**config.mk**
```make
export PLATFORM = sky130hd
export DESIGN_NAME = nec_ir_frame_decoder_core_flat
export DESIGN_NICKNAME = d
export VERILOG_FILES = /design/src/rtl/core/nir_pkg.sv /design/src/rtl/core/nir_if.sv /design/src/rtl/core/nir_front.sv /design/src/rtl/core/nir_queue.sv /design/src/rtl/core/nir_back.sv /design/src/rtl/core/nec_ir_frame_decoder_core.sv /design/src/flat_wrapper.sv
export SDC_FILE = /design/constraint.sdc
export NUM_CORES = 1
export LEC_CHECK = 0
export BUFFER_PORTS_ARGS = -buffer_cell sky130_fd_sc_hd__buf_4
export CAP_MARGIN = 20
export CORE_MARGIN = 2
export CORE_UTILIZATION = 50
export DETAILED_ROUTE_END_ITERATION = 6
export PLACE_DENSITY = 0.83
export REMOVE_ABC_BUFFERS = 1
export SLEW_MARGIN = 20
export SYNTH_ARGS = -nofsm -noshare
export SYNTH_HDL_FRONTEND = slang
export SYNTH_HIERARCHICAL = 1
export SYNTH_SLANG_ARGS = --single-unit
```
**constraint.sdc**
```tcl
create_clock -name clk -period 2.2 [get_ports clk]
set_input_delay 0.33 -clock clk [delete_from_list [all_inputs] [get_ports clk]]
set_output_delay 0.33 -clock clk [all_outputs]
set_load 0.02 [all_outputs]
```
**src/rtl/core/nir_pkg.sv**
```systemverilog
// nir_pkg: shared types and constants of the nec ir frame decoder
// depends on nothing; used by the interfaces and every rtl module
`default_nettype none

package nir_pkg;

    // field widths
    localparam int unsigned TICK_W      = 24;
    localparam int unsigned BYTE_W      = 8;
    localparam int unsigned FRAME_BITS  = 32;
    localparam int unsigned BIT_CNT_W   = 6;
    localparam int unsigned CFG_INDEX_W = 8;

    // configuration register indexes
    typedef enum logic [CFG_INDEX_W-1:0] {
        CFG_ZERO_MIN   = 8'd0,
        CFG_ZERO_MAX   = 8'd1,
        CFG_LEADER_MIN = 8'd2,
        CFG_LEADER_MAX = 8'd3
    } cfg_index_t;

    // configuration reset values
    localparam logic [TICK_W-1:0] ZERO_MIN_RESET   = 24'd33750;
    localparam logic [TICK_W-1:0] ZERO_MAX_RESET   = 24'd56250;
    localparam logic [TICK_W-1:0] LEADER_MIN_RESET = 24'd520000;
    localparam logic [TICK_W-1:0] LEADER_MAX_RESET = 24'd599999;

    // classified edge passed from front to back
    typedef struct packed {
        logic leader_hit;
        logic zero_hit;
    } edge_token_t;

endpackage

`default_nettype wire

```
**src/rtl/core/nir_if.sv**
```systemverilog
// nir_if: valid/ready channel interfaces for edges, results and config writes
// depends on nir_pkg for field widths
`default_nettype none

interface nir_edge_if;
    logic                           valid;
    logic                           ready;
    logic [nir_pkg::TICK_W-1:0]     edge_interval;

    modport source (output valid, output edge_interval, input ready);
    modport sink   (input valid, input edge_interval, output ready);
endinterface

interface nir_result_if;
    logic                           valid;
    logic                           ready;
    logic [nir_pkg::BYTE_W-1:0]     address;
    logic [nir_pkg::BYTE_W-1:0]     address_inverse;
    logic [nir_pkg::BYTE_W-1:0]     command;
    logic [nir_pkg::BYTE_W-1:0]     command_inverse;
    logic                           frame_ok;

    modport source (output valid, output address, output address_inverse,
                    output command, output command_inverse, output frame_ok,
                    input ready);
    modport sink   (input valid, input address, input address_inverse,
                    input command, input command_inverse, input frame_ok,
                    output ready);
endinterface

interface nir_cfg_if;
    logic                               valid;
    logic                               ready;
    logic [nir_pkg::CFG_INDEX_W-1:0]    index;
    logic [nir_pkg::TICK_W-1:0]         data;

    modport source (output valid, output index, output data, input ready);
    modport sink   (input valid, input index, input data, output ready);
endinterface

`default_nettype wire

```
**src/rtl/core/nir_front.sv**
```systemverilog
// nir_front: configuration registers and window classification of each edge
// depends on nir_pkg and nir_if
`default_nettype none

module nir_front (
    input  wire logic               clk,
    input  wire logic               rst_n,
    nir_edge_if.sink                edge_ch,
    nir_cfg_if.sink                 cfg_ch,
    input  wire logic               queue_ready,
    output logic                    push,
    output nir_pkg::edge_token_t    push_token
);

    logic [nir_pkg::TICK_W-1:0] zero_min_reg;
    logic [nir_pkg::TICK_W-1:0] zero_max_reg;
    logic [nir_pkg::TICK_W-1:0] leader_min_reg;
    logic [nir_pkg::TICK_W-1:0] leader_max_reg;

    // config writes are always taken
    assign cfg_ch.ready = 1'b1;

    // configuration registers
    always_ff @(posedge clk or negedge rst_n)
    begin
        if (!rst_n)
        begin
            zero_min_reg   <= nir_pkg::ZERO_MIN_RESET;
            zero_max_reg   <= nir_pkg::ZERO_MAX_RESET;
            leader_min_reg <= nir_pkg::LEADER_MIN_RESET;
            leader_max_reg <= nir_pkg::LEADER_MAX_RESET;
        end
        else if (cfg_ch.valid)
        begin
            case (cfg_ch.index)
                nir_pkg::CFG_ZERO_MIN:   zero_min_reg   <= cfg_ch.data;
                nir_pkg::CFG_ZERO_MAX:   zero_max_reg   <= cfg_ch.data;
                nir_pkg::CFG_LEADER_MIN: leader_min_reg <= cfg_ch.data;
                nir_pkg::CFG_LEADER_MAX: leader_max_reg <= cfg_ch.data;
                default: ;
            endcase
        end
    end

    // accept an edge whenever the queue has room
    assign edge_ch.ready = queue_ready;
    assign push          = edge_ch.valid && queue_ready;

    // inclusive window compares
    always_comb
    begin
        push_token.zero_hit   = (edge_ch.edge_interval >= zero_min_reg) &&
                                (edge_ch.edge_interval <= zero_max_reg);
        push_token.leader_hit = (edge_ch.edge_interval >= leader_min_reg) &&
                                (edge_ch.edge_interval <= leader_max_reg);
    end

endmodule

`default_nettype wire

```
**src/rtl/core/nir_queue.sv**
```systemverilog
// nir_queue: small fifo of classified edges between front and back
// depends on nir_pkg for the token type
`default_nettype none

module nir_queue #(
    parameter int unsigned DEPTH = 4
) (
    input  wire logic               clk,
    input  wire logic               rst_n,
    input  wire logic               push,
    input  wire nir_pkg::edge_token_t push_token,
    output logic                    push_ready,
    input  wire logic               pop,
    output logic                    pop_valid,
    output nir_pkg::edge_token_t    pop_token
);

    localparam int unsigned PTR_W = (DEPTH > 1) ? $clog2(DEPTH) : 1;
    localparam int unsigned CNT_W = $clog2(DEPTH + 1);
    localparam logic [PTR_W-1:0] LAST_PTR = PTR_W'(DEPTH - 1);
    localparam logic [CNT_W-1:0] FULL_CNT = CNT_W'(DEPTH);

    nir_pkg::edge_token_t       entry_reg [DEPTH];
    logic [PTR_W-1:0]           wr_ptr_reg;
    logic [PTR_W-1:0]           rd_ptr_reg;
    logic [CNT_W-1:0]           count_reg;
    logic [CNT_W-1:0]           count_next;

    assign push_ready = (count_reg != FULL_CNT);
    assign pop_valid  = (count_reg != '0);
    assign pop_token  = entry_reg[rd_ptr_reg];

    // occupancy
    always_comb
    begin
        count_next = count_reg;
        if (push && !pop)
        begin
            count_next = count_reg + CNT_W'(1);
        end
        else if (pop && !push)
        begin
            count_next = count_reg - CNT_W'(1);
        end
    end

    // pointers and count
    always_ff @(posedge clk or negedge rst_n)
    begin
        if (!rst_n)
        begin
            wr_ptr_reg <= '0;
            rd_ptr_reg <= '0;
            count_reg  <= '0;
        end
        else
        begin
            count_reg <= count_next;
            if (push)
            begin
                wr_ptr_reg <= (wr_ptr_reg == LAST_PTR) ? '0 : wr_ptr_reg + PTR_W'(1);
            end
            if (pop)
            begin
                rd_ptr_reg <= (rd_ptr_reg == LAST_PTR) ? '0 : rd_ptr_reg + PTR_W'(1);
            end
        end
    end

    // storage
    always_ff @(posedge clk)
    begin
        if (push)
        begin
            entry_reg[wr_ptr_reg] <= push_token;
        end
    end

endmodule

`default_nettype wire

```
**src/rtl/core/nir_back.sv**
```systemverilog
// nir_back: frame state machine, bit shifter and result register
// depends on nir_pkg and nir_if
`default_nettype none

module nir_back (
    input  wire logic               clk,
    input  wire logic               rst_n,
    input  wire logic               tok_valid,
    input  wire nir_pkg::edge_token_t tok,
    output logic                    pop,
    nir_result_if.source            result_ch
);

    typedef enum logic [1:0] {
        MODE_IDLE,
        MODE_ARMED,
        MODE_RECV
    } mode_t;

    localparam logic [nir_pkg::BIT_CNT_W-1:0] LAST_BIT =
        nir_pkg::BIT_CNT_W'(nir_pkg::FRAME_BITS - 1);

    mode_t                                  mode_reg;
    mode_t                                  mode_next;
    logic [nir_pkg::BIT_CNT_W-1:0]          bit_cnt_reg;
    logic [nir_pkg::BIT_CNT_W-1:0]          bit_cnt_next;
    logic [nir_pkg::FRAME_BITS-1:0]         shift_reg;
    logic [nir_pkg::FRAME_BITS-1:0]         shift_next;
    logic                                   out_valid_reg;
    logic                                   out_valid_next;
    logic [nir_pkg::FRAME_BITS-1:0]         frame_reg;
    logic [nir_pkg::FRAME_BITS-1:0]         frame_next;
    logic                                   ok_reg;
    logic                                   ok_next;
    logic [nir_pkg::FRAME_BITS-1:0]         shifted;
    logic                                   slot_free;

    // take a token whenever the result slot is empty or draining
    assign slot_free = !out_valid_reg || result_ch.ready;
    assign pop       = tok_valid && slot_free;

    // new bit enters at the top, lsb first on the wire
    assign shifted = {!tok.zero_hit, shift_reg[nir_pkg::FRAME_BITS-1:1]};

    // next state
    always_comb
    begin
        mode_next      = mode_reg;
        bit_cnt_next   = bit_cnt_reg;
        shift_next     = shift_reg;
        frame_next     = frame_reg;
        ok_next        = ok_reg;
        out_valid_next = out_valid_reg && !result_ch.ready;
        if (pop)
        begin
            case (mode_reg)
                MODE_ARMED:
                begin
                    if (tok.leader_hit)
                    begin
                        mode_next    = MODE_RECV;
                        bit_cnt_next = '0;
                        shift_next   = '0;
                    end
                end
                MODE_RECV:
                begin
                    shift_next   = shifted;
                    bit_cnt_next = bit_cnt_reg + nir_pkg::BIT_CNT_W'(1);
                    if (bit_cnt_reg == LAST_BIT)
                    begin
                        mode_next      = MODE_IDLE;
                        bit_cnt_next   = '0;
                        frame_next     = shifted;
                        ok_next        = (shifted[7:0]   == ~shifted[15:8]) &&
                                         (shifted[23:16] == ~shifted[31:24]);
                        out_valid_next = 1'b1;
                    end
                end
                default:
                begin
                    mode_next    = MODE_ARMED;
                    bit_cnt_next = '0;
                end
            endcase
        end
    end

    // state and result register
    always_ff @(posedge clk or negedge rst_n)
    begin
        if (!rst_n)
        begin
            mode_reg      <= MODE_IDLE;
            bit_cnt_reg   <= '0;
            shift_reg     <= '0;
            out_valid_reg <= 1'b0;
            frame_reg     <= '0;
            ok_reg        <= 1'b0;
        end
        else
        begin
            mode_reg      <= mode_next;
            bit_cnt_reg   <= bit_cnt_next;
            shift_reg     <= shift_next;
            out_valid_reg <= out_valid_next;
            frame_reg     <= frame_next;
            ok_reg        <= ok_next;
        end
    end

    assign result_ch.valid           = out_valid_reg;
    assign result_ch.address         = frame_reg[7:0];
    assign result_ch.address_inverse = frame_reg[15:8];
    assign result_ch.command         = frame_reg[23:16];
    assign result_ch.command_inverse = frame_reg[31:24];
    assign result_ch.frame_ok        = ok_reg;

endmodule

`default_nettype wire

```
**src/rtl/core/nec_ir_frame_decoder_core.sv**
```systemverilog
// nec ir frame decoder top: one edge transaction per cycle while the edge queue has room
// a frame result is valid once its final edge has passed through the edge queue
// (window compare writes the edge queue, state machine pops it and loads the result register)
// throughput: 1 edge per cycle, bounded by the result register draining
// reset: config registers take their default windows, decoder idle, queue empty
// depends on nir_pkg, nir_if, nir_front, nir_queue, nir_back
`default_nettype none

module nec_ir_frame_decoder_core #(
    parameter int unsigned QUEUE_DEPTH = 4
) (
    input  wire logic       clk,
    input  wire logic       rst_n,
    nir_edge_if.sink        edge_ch,
    nir_cfg_if.sink         cfg_ch,
    nir_result_if.source    result_ch
);

    logic                   push;
    logic                   push_ready;
    logic                   pop;
    logic                   pop_valid;
    nir_pkg::edge_token_t   push_token;
    nir_pkg::edge_token_t   pop_token;

    // classify edges against the windows
    nir_front u_front (
        .clk         (clk),
        .rst_n       (rst_n),
        .edge_ch     (edge_ch),
        .cfg_ch      (cfg_ch),
        .queue_ready (push_ready),
        .push        (push),
        .push_token  (push_token)
    );

    // decouple front and back
    nir_queue #(
        .DEPTH (QUEUE_DEPTH)
    ) u_queue (
        .clk        (clk),
        .rst_n      (rst_n),
        .push       (push),
        .push_token (push_token),
        .push_ready (push_ready),
        .pop        (pop),
        .pop_valid  (pop_valid),
        .pop_token  (pop_token)
    );

    // frame assembly and result
    nir_back u_back (
        .clk       (clk),
        .rst_n     (rst_n),
        .tok_valid (pop_valid),
        .tok       (pop_token),
        .pop       (pop),
        .result_ch (result_ch)
    );

endmodule

`default_nettype wire

```
**src/flat_wrapper.sv**
```systemverilog
// flat-port wrapper written by rule: the top's interface ports become plain ports
module nec_ir_frame_decoder_core_flat 
#(
    parameter int unsigned QUEUE_DEPTH = 4
)
  (clk, rst_n, edge_ch_valid, edge_ch_edge_interval, edge_ch_ready, cfg_ch_valid, cfg_ch_index, cfg_ch_data, cfg_ch_ready, result_ch_valid, result_ch_address, result_ch_address_inverse, result_ch_command, result_ch_command_inverse, result_ch_frame_ok, result_ch_ready);
  nir_edge_if edge_ch_i ();
  nir_cfg_if cfg_ch_i ();
  nir_result_if result_ch_i ();
  input  wire logic clk;
  input  wire logic rst_n;
  input wire logic [$bits(edge_ch_i.valid)-1:0] edge_ch_valid;
  input wire logic [$bits(edge_ch_i.edge_interval)-1:0] edge_ch_edge_interval;
  output wire logic [$bits(edge_ch_i.ready)-1:0] edge_ch_ready;
  input wire logic [$bits(cfg_ch_i.valid)-1:0] cfg_ch_valid;
  input wire logic [$bits(cfg_ch_i.index)-1:0] cfg_ch_index;
  input wire logic [$bits(cfg_ch_i.data)-1:0] cfg_ch_data;
  output wire logic [$bits(cfg_ch_i.ready)-1:0] cfg_ch_ready;
  output wire logic [$bits(result_ch_i.valid)-1:0] result_ch_valid;
  output wire logic [$bits(result_ch_i.address)-1:0] result_ch_address;
  output wire logic [$bits(result_ch_i.address_inverse)-1:0] result_ch_address_inverse;
  output wire logic [$bits(result_ch_i.command)-1:0] result_ch_command;
  output wire logic [$bits(result_ch_i.command_inverse)-1:0] result_ch_command_inverse;
  output wire logic [$bits(result_ch_i.frame_ok)-1:0] result_ch_frame_ok;
  input wire logic [$bits(result_ch_i.ready)-1:0] result_ch_ready;
  assign edge_ch_i.valid = edge_ch_valid;
  assign edge_ch_i.edge_interval = edge_ch_edge_interval;
  assign edge_ch_ready = edge_ch_i.ready;
  assign cfg_ch_i.valid = cfg_ch_valid;
  assign cfg_ch_i.index = cfg_ch_index;
  assign cfg_ch_i.data = cfg_ch_data;
  assign cfg_ch_ready = cfg_ch_i.ready;
  assign result_ch_valid = result_ch_i.valid;
  assign result_ch_address = result_ch_i.address;
  assign result_ch_address_inverse = result_ch_i.address_inverse;
  assign result_ch_command = result_ch_i.command;
  assign result_ch_command_inverse = result_ch_i.command_inverse;
  assign result_ch_frame_ok = result_ch_i.frame_ok;
  assign result_ch_i.ready = result_ch_ready;
  nec_ir_frame_decoder_core #(.QUEUE_DEPTH(QUEUE_DEPTH)) u_core (.clk(clk), .rst_n(rst_n), .edge_ch(edge_ch_i), .cfg_ch(cfg_ch_i), .result_ch(result_ch_i));
endmodule
```
==> results of run 1 <==
-- final timing paths --
check / startpoint / end / slack [ns] / cells past startpoint
worst min register to register: u_core/u_queue/count_reg[2]$_DFFE_PN0P_ / u_core/u_queue/count_reg[2]$_DFFE_PN0P_ / 0.49 / 1
min in group asynchronous: rst_n / u_core/u_back/frame_reg[1]$_DFFE_PN0P_ / 0.41 / 2
worst max-delay path: u_core/u_front/zero_max_reg[15]$_DFFE_PN1P_ / u_core/u_queue/entry_reg[2][0]$_DFFE_PP_ / -0.002 / 8
worst max register to register: u_core/u_front/zero_max_reg[15]$_DFFE_PN1P_ / u_core/u_queue/entry_reg[2][0]$_DFFE_PP_ / -0.002 / 8
worst min-delay path: cfg_ch_data[12] / u_core/u_front/zero_min_reg[12]$_DFFE_PN0P_ / 0.14 / 3
max in group asynchronous: rst_n / u_core/u_front/zero_min_reg[1]$_DFFE_PN1P_ / 1.05 / 3
-- report_power, final --
| group | switching, uW | leakage (uW) | internal (uW) |
|---|---|---|---|
| clock network | 1390 | 0.000297 | 1720 |
| registers | 172 | 0.00223 | 3710 |
| logic | 1120 | 0.00340 | 929 |
-- Yosys cell counts, drive strengths merged (2+ instances only) --
master   count
a41oi        2
a211o        3
a22o        33
nand2b       4
a2111oi      3
a31oi        2
a221o        2
clkbuf       7
nor4         5
or3          3
edfxtp       8
mux4         2
xor2        17
nand4       19
a21o         7
mux2        88
o21ai       62
ha         105
buf         20
and3         2
xnor2        2
dfstp       43
o211ai       3
nor2        17
dfrtp      133
a21oi       37
a211oi       2
nand3       16
inv        102
nand2       72
nor2b        3
and2         7
-- logic make-up (layout without fill, tap and decap cells) --
| logic type | Yosys count | after routing | share of synthesized area, % |
|---|---|---|---|
| DFF | 184 | 184 | 47.91 |
| AOI/OAI and AO/OA | 164 | 164 | 10.68 |
| and+or+nand+nor | 156 | 156 | 8.166 |
| buffers and inverters | 129 | 292 | 6.010 |
| adders and majority gates | 106 | 106 | 13.60 |
| muxes | 91 | 91 | 11.89 |
| xor gates and xnor gates | 19 | 19 | 1.697 |
| other | 1 | 1 | 0.03824 |
-- critical path, stage by stage, from the launching register on --
cell and delay, ns:
sky130_fd_sc_hd__dfstp_2 0.53, sky130_fd_sc_hd__inv_1 0.06, sky130_fd_sc_hd__ha_4 0.27, sky130_fd_sc_hd__nand2_2 0.07, sky130_fd_sc_hd__nor4_2 0.29, sky130_fd_sc_hd__buf_4 0.16
sky130_fd_sc_hd__nand4_1 0.12, sky130_fd_sc_hd__o211ai_1 0.32, sky130_fd_sc_hd__a2bb2oi_4 0.10
-- repair_timing --
| item | in CTS | in global routing |
|---|---|---|
| hold endpoints to repair | 41 | 0 |
| hold buffers | 1 | 0 |
| pin swaps | 8 | 14 |
| setup endpoints to repair | 8 | 13 |
| gates resized for setup | 19 | 32 |
| setup buffers | 0 | 3 |
-- per-stage QoR --
stage | cells | util (%) | hold slack, ns | cell area [sq um]
3_3_place_gp | 1242 | 57.75 | 0.2874 | 11170
6_report | 1278 | 62.58 | 0.1423 | 12100
3_5_place_dp | 1242 | 57.75 | 0.2917 | 11170
4_1_cts | 1275 | 61.44 | 0.1208 | 11880
2_1_floorplan | 823 | - | 0.03441 | 9599
5_1_grt | 1278 | 62.58 | 0.1387 | 12100
-- routing by layer --
layer	wire length, microns	vias up
li1	-	3290
met1	9329	3448
met2	11320	223
met3	903	57
met4	659	0
met5	0	-
-- final cells by class --
type	instances	area, sq um
Clock buffer	17	425.4
Clock inverter	15	183.9
Fill cell	1443	7236
Inverter	102	382.9
Multi-Input combinational cell	537	4818
Sequential cell	184	4698
Tap cell	265	331.6
Timing Repair Buffer	158	1259
==> flow_summary_export.csv, run 1 <==
group,metric,value,unit
status,status,"finished, violations left",
status,failed_checks,"setup timing",
worst_setup_path,cp.required,2.36,ns
timing,final_min_period_over_clock_period,100.1,%
floorplan,design.die.area,20750,sq um
grt,largest_net_degree_at_the_start_of_global_routing,49,
grt,grt_pass1_wl,35460,microns
logic_synthesis,synth_top_cell_by_area,"sky130_fd_sc_hd__dfrtp_1",
grt,first_global_vias,7316,
pwr,power.density,747.8,nW/um^2
grt,met2_usage,37.57,%
place,detailedPlacementHpwl,15530,microns
cts,cts_buffers,17,
logic_synthesis,postSynthAreaPerCell,11.54,sq um
logic_synthesis,seq_area_frac_synth,47.91,%
min_path,hold_path_class,"in2reg",
logic_synthesis,netlist.area_leader.share,33.94,%
timing,timing.setup.tns,-0.003531,ns
timing,rsz0062_at_grt,"true",
worst_setup_path,crit_path_start_kind,"flip-flop",
cts,clock_path_buffers,2,
timing,finalHoldViolations,0,
route,vias,7018,
grt,leftover_overflow_at_the_end_of_global_routing,0,
timing,drv_slew,0,
pwr,cellLeakagePower,0.005928,uW
timing,final_setup_slack_of_the_worst_path,-0.002199,ns
floorplan,floorplan.initialDensity,50.72,%
cts,htree_levels,4,
grt,globalRoute.busiestLayer,"met2",
logic_synthesis,yosysUniqueCellTypes,61,
cells_and_area,layout_commonest_cell,"sky130_fd_sc_hd__buf_4",
cts,clock_sink_count,184,
cts,cts_root_buffer,"sky130_fd_sc_hd__clkbuf_16",
logic_synthesis,syn_area,9806,sq um
route,detail_route.wl_per_cell,17.38,microns
run,cap_viol_max_count,0,
cells_and_area,finalNetCount,1167,
floorplan,rows,51,
floorplan,die-height,144.0,microns
logic_synthesis,synth-edff-count,8,
route,route.detailed.drc,0,
grt,global_route.usage.total,21.88,%
cells_and_area,layout-drive-gt1-share,36.72,%
cts,clock_latency,0.42,ns
worst_setup_path,critPathMaxFanout,4,
floorplan,core_area,19330,sq um
cells_and_area,largest_register_ffs,32,
place,finalWeightedCongestion,0.8655,
grt,grtUsageMet1,26.69,%
pwr,power_consumption,9048,uW
pwr,vdd_drop_max,0.0005734,V
cells_and_area,layout-area-overhead-vs-synth,23.39,%
logic_synthesis,yosysWarnings,6,
logic_synthesis,postSynthCellCount,850,
timing,fin_worst_skew,0.01154,ns
logic_synthesis,synthTopCellsByArea,"sky130_fd_sc_hd__dfrtp_1, sky130_fd_sc_hd__ha_1, sky130_fd_sc_hd__dfstp_2",
grt,antenna_violations_before_repair,0,
timing,setup-violations-final,4,
cells_and_area,antenna-diode-count,0,
worst_setup_path,crit_path_end_kind,"flip-flop",
floorplan,die-width,144.0,microns
timing,final_period_minus_worst_setup_slack,2.202,ns
grt,grtUsageMet3,4.106,%
cts,clk_transition_reported_paths,0.07,ns
route,ant_nets,0,
place,pre_cts_ws,-0.2815,ns
route,viasPerCell,5.491,
logic_synthesis,postSynth.asyncResetShare,95.65,%
logic_synthesis,synth.ff_latch_count,184,
timing,max_freq,454.1,MHz
cells_and_area,highest_count_cells_in_the_layout_ignoring_fill_and_taps,"sky130_fd_sc_hd__buf_4, sky130_fd_sc_hd__dfrtp_1, sky130_fd_sc_hd__inv_1",
place,port-buffer-count,95,
route,final_wl,22220,microns
route,detail_route.iter0.violations,394,
route,drt_first_pass_iters,5,
cts,clock_tree_from_tritoncts,"yes",
floorplan,ioPinCount,97,
worst_setup_path,critical_path_arrival,2.36,ns
logic_synthesis,synth_ff_type,"sky130_fd_sc_hd__dfrtp_1",
worst_setup_path,kind_of_critical_path,"reg2reg",
Note: power is estimated with default switching activity, not from simulation.
==> run 2, diff against run 1 <==
--- a/config.mk
+++ b/config.mk
@@ -10,7 +10,7 @@
 export CORE_MARGIN = 2
 export CORE_UTILIZATION = 50
 export DETAILED_ROUTE_END_ITERATION = 6
-export PLACE_DENSITY = 0.83
+export PLACE_DENSITY = 0.8
 export REMOVE_ABC_BUFFERS = 1
 export SLEW_MARGIN = 20
 export SYNTH_ARGS = -nofsm -noshare
==> constraint.sdc (replaced) <==
create_clock -name clk -period 2.4 [get_ports clk]
set_input_delay 0.36 -clock clk [delete_from_list [all_inputs] [get_ports clk]]
set_output_delay 0.36 -clock clk [all_outputs]
set_load 0.02 [all_outputs]
==> flow_summary_export.csv, run 2 (synthesis results as in run 1) <==
group,metric,value,unit
cts,clock_tree_from_tritoncts,"yes",
cells_and_area,layout-area-overhead-vs-synth,17.69,%
min_path,whs_path_depth,3,
cts,cts_buffers,17,
timing,finalHoldViolations,0,
cts,clk_transition_reported_paths,0.07,ns
grt,first_global_vias,6878,
worst_setup_path,crit_path_start_kind,"flip-flop",
route,final_wl,20580,microns
pwr,power_consumption,8031,uW
timing,setup-violations-final,0,
timing,worst_slew_pin_slew,0.6186,ns
route,detail_route.wl_per_cell,16.60,microns
pwr,vdd_drop_max,0.0005195,V
worst_setup_path,kind_of_critical_path,"reg2reg",
timing,max_freq,432.9,MHz
grt,leftover_overflow_at_the_end_of_global_routing,0,
grt,grtUsageMet3,3.543,%
cts,clock_path_buffers,2,
floorplan,ioPinCount,97,
timing,final_period_minus_worst_setup_slack,2.310,ns
route,route.detailed.drc,0,
cells_and_area,highest_count_cells_in_the_layout_ignoring_fill_and_taps,"sky130_fd_sc_hd__dfrtp_1, sky130_fd_sc_hd__buf_4, sky130_fd_sc_hd__ha_1",
cts,htree_levels,4,
cts,postCtsSetupBuffers,0,
grt,largest_net_degree_at_the_start_of_global_routing,64,
route,ant_nets,0,
route,viasPerCell,5.357,
cells_and_area,largest_register_ffs,32,
grt,grtUsageMet1,26.49,%
timing,relSlewSlack,58.76,%
cts,clock_sink_count,184,
worst_setup_path,crit_path_end_kind,"flip-flop",
worst_setup_path,reg2reg_setup_slack,0.09,ns
timing,fin_worst_skew,0.01542,ns
worst_setup_path,critical_path_arrival,2.55,ns
route,detail_route.iter0.violations,291,
min_path,hold_path_class,"in2reg",
floorplan,die-width,144.0,microns
floorplan,core_area,19330,sq um
place,port-buffer-count,95,
cells_and_area,antenna-diode-count,0,
grt,antenna_violations_before_repair,0,
place,finalWeightedCongestion,0.8324,
floorplan,floorplan.initialDensity,50.72,%
cells_and_area,layoutNonFillerInstCount,1240,
timing,drv_slew,0,
worst_setup_path,critPathMaxFanout,4,
floorplan,die-height,144.0,microns
cts,cts_root_buffer,"sky130_fd_sc_hd__clkbuf_16",
cells_and_area,layout-drive-gt1-share,30.87,%
pwr,power.density,695.9,nW/um^2
route,drt_first_pass_iters,5,
route,vias,6643,
grt,global_route.usage.total,20.88,%
floorplan,design.die.area,20750,sq um
place,post-place-cells,1207,
worst_setup_path,worst_r2r_path_depth,8,
cells_and_area,layout_commonest_cell,"sky130_fd_sc_hd__dfrtp_1",
grt,met2_usage,35.61,%
floorplan,rows,51,
worst_setup_path,cp.required,2.64,ns
pwr,cellLeakagePower,0.005715,uW
grt,grt_pass1_wl,33860,microns
run,cap_viol_max_count,0,
cells_and_area,finalNetCount,1129,
place,detailedPlacementHpwl,15020,microns
cts,clock_latency,0.43,ns
cells_and_area,layout.filler_cells,1538,
timing,final_min_period_over_clock_period,96.25,%
status,status,"completed",
grt,globalRoute.busiestLayer,"met2",
run 2: cell types whose count changed in the layout (fill, tap and decap cells not counted), moves of 3 or more:
cell | before | now
sky130_fd_sc_hd__a21oi_2 | 5 | 1
sky130_fd_sc_hd__buf_4 | 150 | 114
sky130_fd_sc_hd__ha_4 | 8 | 0
sky130_fd_sc_hd__inv_2 | 3 | 0
sky130_fd_sc_hd__inv_1 | 99 | 102
sky130_fd_sc_hd__a21oi_1 | 32 | 36
sky130_fd_sc_hd__nor4_1 | 1 | 4
sky130_fd_sc_hd__ha_1 | 96 | 105
run 2: timing repair:
action	CTS	global route
hold buffers	1	0
endpoints found under the setup margin	4	8
pin swaps	0	3
hold endpoints to repair	45	0
resized for setup	1	10
run 2: layout make-up:
type	instances	area, sq um	share of cell area [%]
Sequential cell	184	4698	40.71
Multi-Input combinational cell	537	4571	39.61
Timing Repair Buffer	120	957.2	8.294
Clock buffer	18	439.2	3.806
Inverter	102	382.9	3.318
Tap cell	265	331.6	2.873
Clock inverter	14	160.2	1.388
run 2: power by group:
group / switching, uW / internal (uW) / total (uW)
logic: 937 / 721 / 1660
registers: 172 / 3400 / 3570
clock network: 1290 / 1500 / 2800
total: 2400 / 5630 / 8030
run 2: worst max-delay path: stages, from the launching register on:
cell and delay, ns:
sky130_fd_sc_hd__dfstp_2 0.53, sky130_fd_sc_hd__inv_1 0.04, sky130_fd_sc_hd__ha_1 0.30, sky130_fd_sc_hd__a41oi_1 0.22, sky130_fd_sc_hd__o21ai_1 0.09, sky130_fd_sc_hd__a221o_1 0.39
sky130_fd_sc_hd__a41oi_2 0.21, sky130_fd_sc_hd__nand3_1 0.11, sky130_fd_sc_hd__a32oi_2 0.24
run 2: final timing paths:
path,from,endpoint
max reg2reg,u_core/u_front/leader_max_reg[19]$_DFFE_PN1P_,u_core/u_queue/entry_reg[2][1]$_DFFE_PP_
min reg2reg,u_core/u_queue/count_reg[2]$_DFFE_PN0P_,u_core/u_queue/count_reg[2]$_DFFE_PN0P_
min,cfg_ch_data[20],u_core/u_front/zero_min_reg[20]$_DFFE_PN0P_
max in group asynchronous,rst_n,u_core/u_front/zero_max_reg[5]$_DFFE_PN1P_
max,u_core/u_front/leader_max_reg[19]$_DFFE_PN1P_,u_core/u_queue/entry_reg[2][1]$_DFFE_PP_
min in group asynchronous,rst_n,u_core/u_back/frame_reg[1]$_DFFE_PN0P_
run 2: per-layer routing:
layer | wire, microns | share of wire, % | up-vias
li1 | - | - | 3221
met1 | 9159 | 45 | 3201
met4 | 587 | 2.9 | 0
met5 | 0 | 0 | -
met2 | 10080 | 49 | 175
met3 | 755 | 3.7 | 46
run 2: per-stage QoR:
| step | worst slack, ns | util (%) | setup TNS, ns | cell area [sq um] | hold WS [ns] |
|---|---|---|---|---|---|
| after floorplan | -0.6254 | - | -18.18 | 9599 | 0.06441 |
| after global placement | 0.07882 | 56.33 | 0 | 10890 | 0.3921 |
| after detailed placement | -0.01539 | 56.33 | -0.1174 | 10890 | 0.3964 |
| after CTS | 0.01328 | 59.52 | 0 | 11510 | 0.1470 |
| after global routing | -0.007622 | 59.68 | -0.03040 | 11540 | 0.1601 |
| final | 0.09012 | 59.68 | 0 | 11540 | 0.1598 |
==> run 3, diff against run 2 <==
--- a/config.mk
+++ b/config.mk
@@ -8,9 +8,10 @@
 export BUFFER_PORTS_ARGS = -buffer_cell sky130_fd_sc_hd__buf_4
 export CAP_MARGIN = 20
 export CORE_MARGIN = 2
-export CORE_UTILIZATION = 50
+export CORE_UTILIZATION = 30
+export CTS_BUF_LIST = sky130_fd_sc_hd__clkbuf_8
 export DETAILED_ROUTE_END_ITERATION = 6
-export PLACE_DENSITY = 0.8
+export PLACE_DENSITY = 0.57
 export REMOVE_ABC_BUFFERS = 1
 export SLEW_MARGIN = 20
 export SYNTH_ARGS = -nofsm -noshare
==> flow_summary_export.csv, run 3 (synthesis results as in run 1) <==
group,metric,value,unit
cells_and_area,layout.filler_cells,3281,
cells_and_area,layout.cell_area.non_filler,11660,sq um
worst_setup_path,crit_path_start_kind,"flip-flop",
pwr,cellLeakagePower,0.005651,uW
cells_and_area,antenna-diode-count,0,
pwr,power.density,647.2,nW/um^2
route,drt_first_pass_iters,7,
worst_setup_path,cpMaxStageDelayCell,"sky130_fd_sc_hd__dfstp_2",
timing,finalHoldViolations,0,
status,status,"completed",
cts,clock_path_buffers,2,
cells_and_area,seqCellArea,4698,sq um
cts,clk_transition_reported_paths,0.10,ns
cells_and_area,multi_input_comb_area,4626,sq um
timing,timing.setup.tns,0,ns
route,final_wl,22170,microns
route,detail_route.iter0.violations,314,
worst_setup_path,critical_path.max_stage_delay,0.54,ns
place,port-buffer-count,95,
timing,max_freq,434.4,MHz
cts,cts_buffers,17,
timing,drv_slew,0,
floorplan,design.die.area,34150,sq um
worst_setup_path,crit_chain,"inv_1 > ha_1 > a41oi_2 > o21ai_0 > a221o_1 > a41oi_2 > nand3_1 > a32oi_2",
floorplan,die-height,184.8,microns
run,cap_viol_max_count,0,
floorplan,ioPinCount,97,
floorplan,rows,66,
cells_and_area,layout-area-overhead-vs-synth,18.92,%
floorplan,die-width,184.8,microns
min_path,hold_path_class,"in2reg",
floorplan,core_area,32370,sq um
cts,postCtsSetupBuffers,0,
worst_setup_path,critPathMaxFanout,4,
timing,final_min_period_over_clock_period,95.92,%
grt,grt_pass1_wl,35940,microns
worst_setup_path,kind_of_critical_path,"reg2reg",
worst_setup_path,crit_path_end_kind,"flip-flop",
cells_and_area,layout-drive-gt1-share,31.35,%
cts,clock_tree_from_tritoncts,"yes",
floorplan,floorplan.initialDensity,30.29,%
place,post_dp_cell_area,11140,sq um
pwr,vdd_drop_max,0.0003696,V
timing,setup-violations-final,0,
cells_and_area,largest_register_ffs,32,
cts,htree_levels,4,
cells_and_area,finalNetCount,1130,
worst_setup_path,critical_path_arrival,2.58,ns
timing,fin_worst_skew,0.01446,ns
worst_setup_path,cp.required,2.68,ns
timing,final_period_minus_worst_setup_slack,2.302,ns
grt,leftover_overflow_at_the_end_of_global_routing,0,
place,detailedPlacementHpwl,16130,microns
cts,cts_root_buffer,"sky130_fd_sc_hd__clkbuf_8",
route,ant_nets,0,
grt,antenna_violations_before_repair,0,
route,vias,6551,
grt,first_global_vias,6719,
cells_and_area,layout_commonest_cell,"sky130_fd_sc_hd__dfrtp_1",
grt,largest_net_degree_at_the_start_of_global_routing,59,
cells_and_area,final_core_density,36.02,%
route,viasPerCell,4.620,
route,route.detailed.drc,0,
grt,global_route.usage.total,13.58,%
cells_and_area,layoutNonFillerInstCount,1418,
place,finalWeightedCongestion,0.7534,
worst_setup_path,most_prevalent_standard_cell_on_the_critical_path,"sky130_fd_sc_hd__a41oi_2",
place,post-place-cells,1385,
route,detail_route.wl_per_cell,15.64,microns
cells_and_area,highest_count_cells_in_the_layout_ignoring_fill_and_taps,"sky130_fd_sc_hd__dfrtp_1, sky130_fd_sc_hd__buf_4, sky130_fd_sc_hd__ha_1",
cts,clock_sink_count,184,
cts,clock_latency,0.47,ns
==> run 3: cell types whose count changed in the layout (fill, tap and decap cells not counted), sizes merged <==
cell / before / now
clkbuf: 18 / 17
bufinv: 1 / 3
buf: 119 / 120
clkinvlp: 0 / 2
clkinv: 9 / 2
inv: 106 / 110
==> run 3: final timing paths <==
| path | from | slack (ns) | to | cells after the start |
|---|---|---|---|---|
| min in group asynchronous | rst_n | 0.37 | u_core/u_back/frame_reg[0]$_DFFE_PN0P_ | 2 |
| min reg2reg | u_core/u_queue/count_reg[2]$_DFFE_PN0P_ | 0.50 | u_core/u_queue/count_reg[2]$_DFFE_PN0P_ | 1 |
| min | cfg_ch_data[18] | 0.12 | u_core/u_front/zero_min_reg[18]$_DFFE_PN0P_ | 3 |
| max reg2reg | u_core/u_front/leader_max_reg[19]$_DFFE_PN1P_ | 0.1 | u_core/u_queue/entry_reg[3][1]$_DFFE_PP_ | 8 |
| max | u_core/u_front/leader_max_reg[19]$_DFFE_PN1P_ | 0.1 | u_core/u_queue/entry_reg[3][1]$_DFFE_PP_ | 8 |
| max in group asynchronous | rst_n | 1.27 | u_core/u_front/zero_min_reg[1]$_DFFE_PN1P_ | 3 |
==> run 3: routing by layer <==
metal  up-vias  share of wire, %  GRT usage [%]
li1       3209                 -              -
met1      3211                47          17.97
met2       115                49          22.74
met3        16               3.3          2.595
met4         0               1.1          3.587
met5         -                 0              0
==> run 3: timing repair <==
| item | CTS | global route |
|---|---|---|
| hold endpoints to repair | 39 | 0 |
| gates resized for setup | 3 | 15 |
| pin swaps | 2 | 2 |
| endpoints found under the setup margin | 8 | 18 |
| hold buffers | 1 | 0 |
==> run 3: per-stage QoR <==
stage / total power, uW / hold WS [ns] / setup WS [ns]
floorplan: 4602 / 0.06441 / -0.6254
global placement: 5234 / 0.3265 / -0.06477
detailed placement: 5285 / 0.3304 / -0.1510
CTS: 7657 / 0.07644 / 0.001578
global route: 8024 / 0.08316 / -0.04385
finish: 7547 / 0.1198 / 0.09784
==> run 3: area by class of cell <==
type	count	share of cell area [%]
Sequential cell	184	40.29
Inverter	102	3.283
Tap cell	442	4.742
Clock inverter	15	1.631
Multi-Input combinational cell	537	39.67
Timing Repair Buffer	121	8.380
Clock buffer	17	2.006
==> run 3: worst max-delay path: cells and delay by family (launching register included) <==
| family | cells | cell delay (ns) |
|---|---|---|
| buffers and inverters | 1 | 0.04 |
| DFF | 1 | 0.54 |
| and+or+nand+nor | 1 | 0.12 |
| adders and majority gates | 1 | 0.31 |
| AOI/OAI and AO/OA | 5 | 1.12 |
==> run 3: power breakdown <==
group | total, uW | internal [uW] | switching, uW
registers | 3560 | 3400 | 162
clock network | 2300 | 1060 | 1240
logic | 1690 | 714 | 973
